==> config.mk <==
export PLATFORM = sky130hd
export DESIGN_NAME = journal_patch_decoder
export DESIGN_NICKNAME = d
export VERILOG_FILES = /design/src/hw/rtl/jpd_pkg.sv /design/src/hw/rtl/jpd_step.sv /design/src/hw/rtl/journal_patch_decoder.sv
export SDC_FILE = /design/constraint.sdc
export NUM_CORES = 1
export LEC_CHECK = 0
export BUFFER_PORTS_ARGS = -buffer_cell sky130_fd_sc_hd__buf_2
export CORE_ASPECT_RATIO = 1.5
export CORE_MARGIN = 3
export CORE_UTILIZATION = 45
export CTS_CLUSTER_SIZE = 14
export DETAILED_ROUTE_END_ITERATION = 10
export PLACE_DENSITY = 0.64
export SLEW_MARGIN = 20
export SYNTH_ARGS = -nofsm -noshare
export SYNTH_HDL_FRONTEND = slang
export SYNTH_SLANG_ARGS = --single-unit
==> constraint.sdc <==
create_clock -name clk -period 8.5 [get_ports clk]
set_input_delay 1.7 -clock clk [delete_from_list [all_inputs] [get_ports clk]]
set_output_delay 1.7 -clock clk [all_outputs]
set_load 0.05 [all_outputs]
==> src/hw/rtl/jpd_pkg.sv <==
`default_nettype none

package jpd_pkg;

	// Address width default for the store side
	localparam int JPD_ADDR_BITS = 48;

	// Result kinds
	typedef logic [2:0] kind_t;
	localparam kind_t K_WRITE = 3'd0;
	localparam kind_t K_PASS  = 3'd1;
	localparam kind_t K_FAIL  = 3'd2;
	localparam kind_t K_DONE  = 3'd3;
	localparam kind_t K_RANGE = 3'd4;
	localparam kind_t K_TRUNC = 3'd5;

	// Configuration register indexes
	typedef logic [2:0] cfg_index_t;
	localparam cfg_index_t CFG_MODE       = 3'd0;
	localparam cfg_index_t CFG_JOURNAL_SZ = 3'd1;
	localparam cfg_index_t CFG_STORE_SZ   = 3'd2;
	localparam cfg_index_t CFG_TIMESTAMP  = 3'd3;
	localparam cfg_index_t CFG_END_MARKER = 3'd4;

	// Journal layout
	localparam logic [31:0] MIN_JOURNAL_BYTES = 32'd24;
	localparam logic [31:0] CRC_POLY          = 32'hEDB88320;
	localparam logic [31:0] CRC_INIT          = 32'hFFFFFFFF;

	typedef struct packed {
		logic        mode;
		logic [31:0] journal_size;
		logic [47:0] store_size;
		logic [63:0] timestamp;
		logic [63:0] end_marker;
	} cfg_t;

	typedef struct packed {
		logic [2:0]  phase;
		logic [29:0] word_count;
		logic [31:0] low_half;
		logic [31:0] crc;
		logic [10:0] words_left;
		logic        finished;
	} dec_state_t;

	typedef struct packed {
		logic        valid;
		kind_t       kind;
		logic [47:0] address;
		logic [31:0] data;
	} result_t;

	// CRC over one 32-bit word equals shifting (crc ^ word) through 32 zero bits,
	// which is linear: each set bit contributes one fixed column.
	typedef logic [31:0] crc_cols_t [32];

	function automatic crc_cols_t crc_make_cols();
		crc_cols_t   cols;
		logic [31:0] c;
		logic        b;
		for (int k = 0; k < 32; k++) begin
			c = 32'd1 << k;
			for (int i = 0; i < 32; i++) begin
				b = c[0];
				c = c >> 1;
				if (b) begin
					c = c ^ CRC_POLY;
				end
			end
			cols[k] = c;
		end
		return cols;
	endfunction

	localparam crc_cols_t CRC_COLS = crc_make_cols();

	function automatic logic [31:0] crc_word(input logic [31:0] crc, input logic [31:0] w);
		logic [31:0] x;
		logic [31:0] r;
		x = crc ^ w;
		r = '0;
		for (int k = 0; k < 32; k++) begin
			if (x[k]) begin
				r = r ^ CRC_COLS[k];
			end
		end
		return r;
	endfunction

endpackage

`default_nettype wire

==> src/hw/rtl/jpd_step.sv <==
`default_nettype none

module jpd_step #(
	parameter int ADDR_BITS = jpd_pkg::JPD_ADDR_BITS
) (
	input  wire  jpd_pkg::cfg_t       cfg,
	input  wire  jpd_pkg::dec_state_t cur,
	input  wire  logic [ADDR_BITS-1:0] patch_address,
	input  wire  logic [31:0]          word,
	input  wire  logic                 last,
	output jpd_pkg::dec_state_t        nxt,
	output logic [ADDR_BITS-1:0]       patch_address_next,
	output jpd_pkg::result_t           res
);
	import jpd_pkg::*;

	localparam logic [2:0] PH_START  = 3'd0;
	localparam logic [2:0] PH_ONE    = 3'd1;
	localparam logic [2:0] PH_TWO    = 3'd2;
	localparam logic [2:0] PH_THREE  = 3'd3;
	localparam logic [2:0] PH_FOUR   = 3'd4;
	localparam logic [2:0] PH_FIVE   = 3'd5;

	localparam logic [63:0] ADDR_MASK = (64'd1 << ADDR_BITS) - 64'd1;

	logic [63:0] full;
	logic [31:0] size_off;
	logic [29:0] wc_dec;
	logic [29:0] wc_init;
	logic [63:0] pos;
	logic [63:0] len;
	logic [63:0] store_lim;
	logic [63:0] addr_ext;
	logic [10:0] wl_dec;
	logic [10:0] wl_init;
	logic        hit;
	kind_t       kind;

	// Shared decode terms
	always_comb begin
		full      = {word, cur.low_half};
		size_off  = cfg.journal_size - MIN_JOURNAL_BYTES;
		wc_init   = size_off[31:2];
		wc_dec    = cur.word_count - 30'd1;
		pos       = {8'd0, full[63:10], 2'b00};
		wl_init   = {1'b0, full[9:0]} + 11'd1;
		len       = {51'd0, wl_init, 2'b00};
		store_lim = {16'd0, cfg.store_size} & ADDR_MASK;
		wl_dec    = cur.words_left - 11'd1;
		addr_ext  = 64'(patch_address);
	end

	// Advance the journal state for one word
	always_comb begin
		nxt                = cur;
		patch_address_next = patch_address;
		hit                = 1'b0;
		kind               = K_WRITE;
		if (!cur.finished) begin
			if (!cfg.mode) begin
				unique case (cur.phase)
					PH_ONE: begin
						if (full != cfg.timestamp) begin
							hit  = 1'b1;
							kind = K_FAIL;
						end else begin
							nxt.word_count = wc_init;
							nxt.phase      = (wc_init != '0) ? PH_TWO : PH_THREE;
						end
					end
					PH_TWO: begin
						nxt.crc        = crc_word(cur.crc, word);
						nxt.word_count = wc_dec;
						if (wc_dec == '0) begin
							nxt.phase = PH_THREE;
						end
					end
					PH_THREE: begin
						nxt.low_half = word;
						nxt.phase    = PH_FOUR;
					end
					PH_FOUR: begin
						if (full != cfg.end_marker) begin
							hit  = 1'b1;
							kind = K_FAIL;
						end else begin
							nxt.phase = PH_FIVE;
						end
					end
					PH_FIVE: begin
						hit  = 1'b1;
						kind = (word == ~cur.crc) ? K_PASS : K_FAIL;
					end
					default: begin
						if (cfg.journal_size < MIN_JOURNAL_BYTES ||
						    cfg.journal_size[1:0] != 2'b00) begin
							hit  = 1'b1;
							kind = K_FAIL;
						end else begin
							nxt.crc      = CRC_INIT;
							nxt.low_half = word;
							nxt.phase    = PH_ONE;
						end
					end
				endcase
			end else begin
				unique case (cur.phase)
					PH_ONE: begin
						nxt.phase = PH_TWO;
					end
					PH_TWO: begin
						nxt.low_half = word;
						nxt.phase    = PH_THREE;
					end
					PH_THREE: begin
						if (full == cfg.end_marker) begin
							hit  = 1'b1;
							kind = K_DONE;
						end else if (pos + len > store_lim) begin
							hit  = 1'b1;
							kind = K_RANGE;
						end else begin
							patch_address_next = pos[ADDR_BITS-1:0];
							nxt.words_left     = wl_init;
							nxt.phase          = PH_FOUR;
						end
					end
					PH_FOUR: begin
						hit                = 1'b1;
						kind               = K_WRITE;
						patch_address_next = patch_address + ADDR_BITS'(4);
						nxt.words_left     = wl_dec;
						if (wl_dec == '0) begin
							nxt.phase = PH_TWO;
						end
					end
					default: begin
						nxt.phase = PH_ONE;
					end
				endcase
			end
			if (hit && kind != K_WRITE) begin
				nxt.finished = 1'b1;
			end
			// Stream ended before a final report
			if (last && (!hit || kind == K_WRITE)) begin
				hit  = 1'b1;
				kind = cfg.mode ? K_TRUNC : K_FAIL;
			end
		end

		// Return to the start of the journal after the final word
		if (last) begin
			nxt.phase          = PH_START;
			nxt.word_count     = '0;
			nxt.low_half       = '0;
			nxt.crc            = CRC_INIT;
			nxt.words_left     = '0;
			nxt.finished       = 1'b0;
			patch_address_next = '0;
		end

		res.valid   = hit;
		res.kind    = kind;
		res.address = (kind == K_WRITE) ? addr_ext[47:0] : 48'd0;
		res.data    = (kind == K_WRITE) ? word : 32'd0;
	end

endmodule

`default_nettype wire

==> src/hw/rtl/journal_patch_decoder.sv <==
`default_nettype none

// Channel   Direction  Handshake              Payload
// in        input      in_valid / in_ready    journal_word[31:0], last_word
// out       output     out_valid / out_ready  kind[2:0], write_address[47:0], write_data[31:0]
// cfg       input      cfg_valid / cfg_ready  cfg_index[2:0], cfg_data[63:0]
//
// One journal word per cycle while the output is not stalled: a word sits in the
// input register, the decode and the CRC update run combinationally, and the result
// lands in the output register; words that cause no result retire without it. A
// stalled output holds the input register and then in_ready.
// Reset clears configuration and decoder state; cfg_ready is always high.

module journal_patch_decoder #(
	parameter int ADDR_BITS = jpd_pkg::JPD_ADDR_BITS
) (
	input  wire  logic                clk,
	input  wire  logic                arst_n,
	input  wire  logic                in_valid,
	output logic                      in_ready,
	input  wire  logic [31:0]         journal_word,
	input  wire  logic                last_word,
	output logic                      out_valid,
	input  wire  logic                out_ready,
	output jpd_pkg::kind_t            kind,
	output logic [47:0]               write_address,
	output logic [31:0]               write_data,
	input  wire  logic                cfg_valid,
	output logic                      cfg_ready,
	input  wire  jpd_pkg::cfg_index_t cfg_index,
	input  wire  logic [63:0]         cfg_data
);
	import jpd_pkg::*;

	cfg_t                 cfg_q;
	dec_state_t           state_q;
	dec_state_t           state_next;
	logic [ADDR_BITS-1:0] patch_address_q;
	logic [ADDR_BITS-1:0] patch_address_next;
	result_t              res;

	logic        valid_s1;
	logic [31:0] word_s1;
	logic        last_s1;
	logic        valid_s2;
	kind_t       kind_s2;
	logic [47:0] address_s2;
	logic [31:0] data_s2;
	logic        advance;

	assign cfg_ready = 1'b1;
	assign advance   = valid_s1 && (!valid_s2 || out_ready);
	assign in_ready  = !valid_s1 || advance;

	// Write configuration registers
	always_ff @(posedge clk or negedge arst_n) begin
		if (!arst_n) begin
			cfg_q <= '0;
		end else if (cfg_valid) begin
			unique case (cfg_index)
				CFG_MODE:       cfg_q.mode         <= cfg_data[0];
				CFG_JOURNAL_SZ: cfg_q.journal_size <= cfg_data[31:0];
				CFG_STORE_SZ:   cfg_q.store_size   <= cfg_data[47:0];
				CFG_TIMESTAMP:  cfg_q.timestamp    <= cfg_data;
				CFG_END_MARKER: cfg_q.end_marker   <= cfg_data;
				default: ;
			endcase
		end
	end

	jpd_step #(
		.ADDR_BITS(ADDR_BITS)
	) u_step (
		.cfg                (cfg_q),
		.cur                (state_q),
		.patch_address      (patch_address_q),
		.word               (word_s1),
		.last               (last_s1),
		.nxt                (state_next),
		.patch_address_next (patch_address_next),
		.res                (res)
	);

	// Capture the incoming transaction
	always_ff @(posedge clk or negedge arst_n) begin
		if (!arst_n) begin
			valid_s1 <= 1'b0;
		end else if (in_ready) begin
			valid_s1 <= in_valid;
		end
	end

	always_ff @(posedge clk) begin
		if (in_ready && in_valid) begin
			word_s1 <= journal_word;
			last_s1 <= last_word;
		end
	end

	// Advance decoder state
	always_ff @(posedge clk or negedge arst_n) begin
		if (!arst_n) begin
			state_q         <= '{phase: 3'd0, word_count: '0, low_half: '0, crc: CRC_INIT,
			                     words_left: '0, finished: 1'b0};
			patch_address_q <= '0;
		end else if (advance) begin
			state_q         <= state_next;
			patch_address_q <= patch_address_next;
		end
	end

	// Hold the result until taken
	always_ff @(posedge clk or negedge arst_n) begin
		if (!arst_n) begin
			valid_s2 <= 1'b0;
		end else if (advance) begin
			valid_s2 <= res.valid;
		end else if (out_ready) begin
			valid_s2 <= 1'b0;
		end
	end

	always_ff @(posedge clk) begin
		if (advance && res.valid) begin
			kind_s2    <= res.kind;
			address_s2 <= res.address;
			data_s2    <= res.data;
		end
	end

	assign out_valid     = valid_s2;
	assign kind          = kind_s2;
	assign write_address = address_s2;
	assign write_data    = data_s2;

endmodule

`default_nettype wire
==> results.md <==
- EDFF count, synth: 114
- Clk_lat worst skew: 0.62 ns
- Max-Cap Viols: 0
- Inserted Clock Buffers: 49
- Syn Area/Cell: 10.11 um2
- Clock net sink count: between 400 and 500
- Final Hold Viols: 0
- Initial antenna violation count: 4
- Nets: 3140
- Most common cell in the netlist: dfrtp_1
- Overall routing resource usage: 30.79%
- # IOs: 191
- IO Port Bufs: 187
- Area delta synth->final: 12.62%
- Reg area: around 13000 um2
- DPL Wire Length: 77.10 mm
- Post-CTS Hold Buffers: 0
- Yosys cell types: 95
- Synth area leaders: dfrtp_1, edfxtp_1, xnor2_1, mux2_2, xor2_1
- Ys async rst share: about three quarters
- Slew @ Worst Pin: ~1.1 ns
- Drt via density: 6.000
- Pwr dens: 436.3 nW/um2
- Routability Congestion: between 1 and 1.5
- Share of the synthesized area in the top cell type: 29.32%
- CTS tree: built
- CP arrival: a little under 8 ns
- LEAKAGE: 0.01329 uW
- Die Ht: 314.2 um
- Max VDD drop: roughly 0.47 mV
- Sequential area share after synthesis: between 40 and 50%
- Layout Skew: 0.02413 ns
- Slew margin rel.: roughly a quarter
- Post-synthesis instance area: 28500 um2
- Detailed Route WL: 102.8 mm
- First-pass GRT wire length: 151.7 mm
- Drt wl/cell: ~27 um
- Post-CTS Resized: 0
- Crit-path max FO: 51
- Die Area: 66460 um2
- Share of post-route cells with drive strength above 1: between 10% and 20%
- Final WS setup: between 0.9 and 1 ns
- Min cycle time layout: 7.573 ns
- Dpl ws: 1.118 ns
- Period utilization: 89.10%
- Setup Viol. Count Final: 0
- CP required: approximately 8.8 ns
- Crit. End Element: flop
- Aggregate global routing overflow: 0
- Post-route ant nets: 0
- H-tree levels: 2
- Post-Synthesis Cells: 2819
- Setup TNS: 0 ns
- CTS Buffer Depth: 3
- Post-CTS Setup Bufs: 0
- Worst Hold Class: reg -> reg
- RSZ-0062 raised after global routing: no
- Main flop type after synthesis: dfrtp_1
- Area of the multi-input gates: ~15000 um2
- DRC viols: 0
- Core Region: 62500 um2
- Filler instances: 5650
- Synth warn: 0
- Clock transition at path regs: 0.06 ns
- Vias in the first global route: 23162
- DR pass1 iterations: 7
- Top cells by count, synth: dfrtp_1, xnor2_1, nand2_1
- Largest net degree at the start of global routing: 175
- Initial DRC count: 2046
- Std cell rows: 112
- Worst setup path category: reg -> reg
- Initial core utilization: 45.60%
- Fin. max-slew vios: 0
- Status: finished, final reports clean
- CP startpoint kind: flop
- Synth Register Bits: 480
- Post-synth top area cell: dfrtp_1
- Peak Freq: 132.0 MHz
- Vias post-DR: 22831
- Root buf cell: clkbuf_16
- Die Wd: 211.5 um
-- worst max-delay path, cell delays in order, from the launching register on --
cell,delay [ns]
dfrtp_1,0.60
ha_1,0.31
nand2_1,0.11
nor3_1,0.30
ha_1,0.32
nand3_1,0.25
or2_2,0.36
o221a_2,0.30
nor3_1,0.29
and2_1,0.26
nand2_1,0.13
nor2_1,0.15
xnor2_1,0.10
ha_1,0.33
nand4_1,0.17
nor4_1,0.57
o211ai_1,0.20
nand3b_1,0.57
or3_1,0.28
a21oi_1,0.13
nor2_4,0.72
buf_4,0.69
-- path summary, 6_finish.rpt --
check | to | startpoint | slack (ns) | cells past startpoint
setup / recovery | write_address[33] | state_q[44] | 0.93 | 21
hold / removal | state_q[25] | state_q[25] | 0.49 | 2
setup reg to reg | write_address[33] | state_q[44] | 0.93 | 21
hold reg to reg | state_q[25] | state_q[25] | 0.49 | 2
max in group asynchronous | cfg_q[31] | arst_n | 5.90 | 2
min in group asynchronous | patch_address_q[9] | arst_n | 1.12 | 1
-- registers in the layout, indices dropped and copies added, names as in the netlist --
signal and cells:
write_data 32, cfg_q 209, kind 3, write_address 46
out_valid 1, state_q 109, word_s1 32, valid_s1 1
last_s1 1, patch_address_q 46
-- layer usage --
| layer | track usage [%] | wire [um] | vias up |
|---|---|---|---|
| li1 | - | - | 10323 |
| met1 | 35.46 | 37830 | 11282 |
| met2 | 53.52 | 51550 | 916 |
| met3 | 4.725 | 5825 | 308 |
| met4 | 18.98 | 7616 | 2 |
| met5 | 0 | 11 | - |
-- final cells by class --
cell class | count | share of cell area, %
Antenna cell | 2 | 0.01559
Clock buffer | 64 | 4.315
Clock inverter | 27 | 0.8614
Inverter | 73 | 0.8536
Multi-Input combinational cell | 2090 | 46.57
Sequential cell | 480 | 39.32
Tap cell | 798 | 3.111
Timing Repair Buffer | 271 | 4.950
-- power by group --
group          internal, uW  switching, uW
sequential             3020            755
combinational          3310           4650
clock                  1300            966
-- through the flow --
stage | hold slack (ns) | area, um2 | total power (uW) | std cells | utilization, %
floorplan | 0.4568 | 28510 | 9296 | 2820 | -
global placement | 0.4743 | 30430 | 11680 | 3712 | 48.69
detailed placement | 0.4848 | 30430 | 11720 | 3712 | 48.69
CTS | 0.4936 | 32090 | 14030 | 3803 | 51.35
global route | 0.5068 | 32100 | 14740 | 3805 | 51.36
finish | 0.4892 | 32100 | 14010 | 3805 | 51.36
-- placed cells by master (no fill, tap or decap), drive strengths merged, types with 15 or more instances in the layout --
| cell | Yosys | layout |
|---|---|---|
| dfrtp | 334 | 334 |
| xnor2 | 292 | 292 |
| buf | 40 | 271 |
| nand2 | 262 | 262 |
| xor2 | 192 | 192 |
| mux2 | 165 | 165 |
| o21ai | 156 | 156 |
| nor2 | 132 | 132 |
| edfxtp | 114 | 114 |
| a21oi | 88 | 88 |
| nor4 | 80 | 80 |
| inv | 72 | 76 |
| nor2b | 69 | 69 |
| ha | 69 | 69 |
| nor3 | 68 | 68 |
| nand3 | 64 | 64 |
| clkbuf | 137 | 64 |
| nand4 | 53 | 53 |
| o2bb2ai | 39 | 39 |
| dfstp | 32 | 32 |
| a21o | 29 | 29 |
| and3 | 28 | 28 |
| o211ai | 23 | 23 |
| a31oi | 23 | 23 |
| o31ai | 19 | 19 |
| and2 | 16 | 16 |
| clkinv | 1 | 16 |
| a221o | 15 | 15 |
-- cell families (layout without fill, tap and decap cells) --
| logic type | Yosys count | in the layout | synth area share [%] |
|---|---|---|---|
| mux | 171 | 171 | 6.730 |
| compound gates | 502 | 502 | 11.90 |
| xor+xnor | 487 | 487 | 15.11 |
| buf+inv | 250 | 435 | 3.573 |
| fa+ha+maj | 70 | 70 | 3.099 |
| flops | 480 | 480 | 44.28 |
| simple gates | 857 | 857 | 15.27 |
| other cells | 2 | 5 | 0.02635 |
Note: power is estimated with default switching activity, not from simulation.
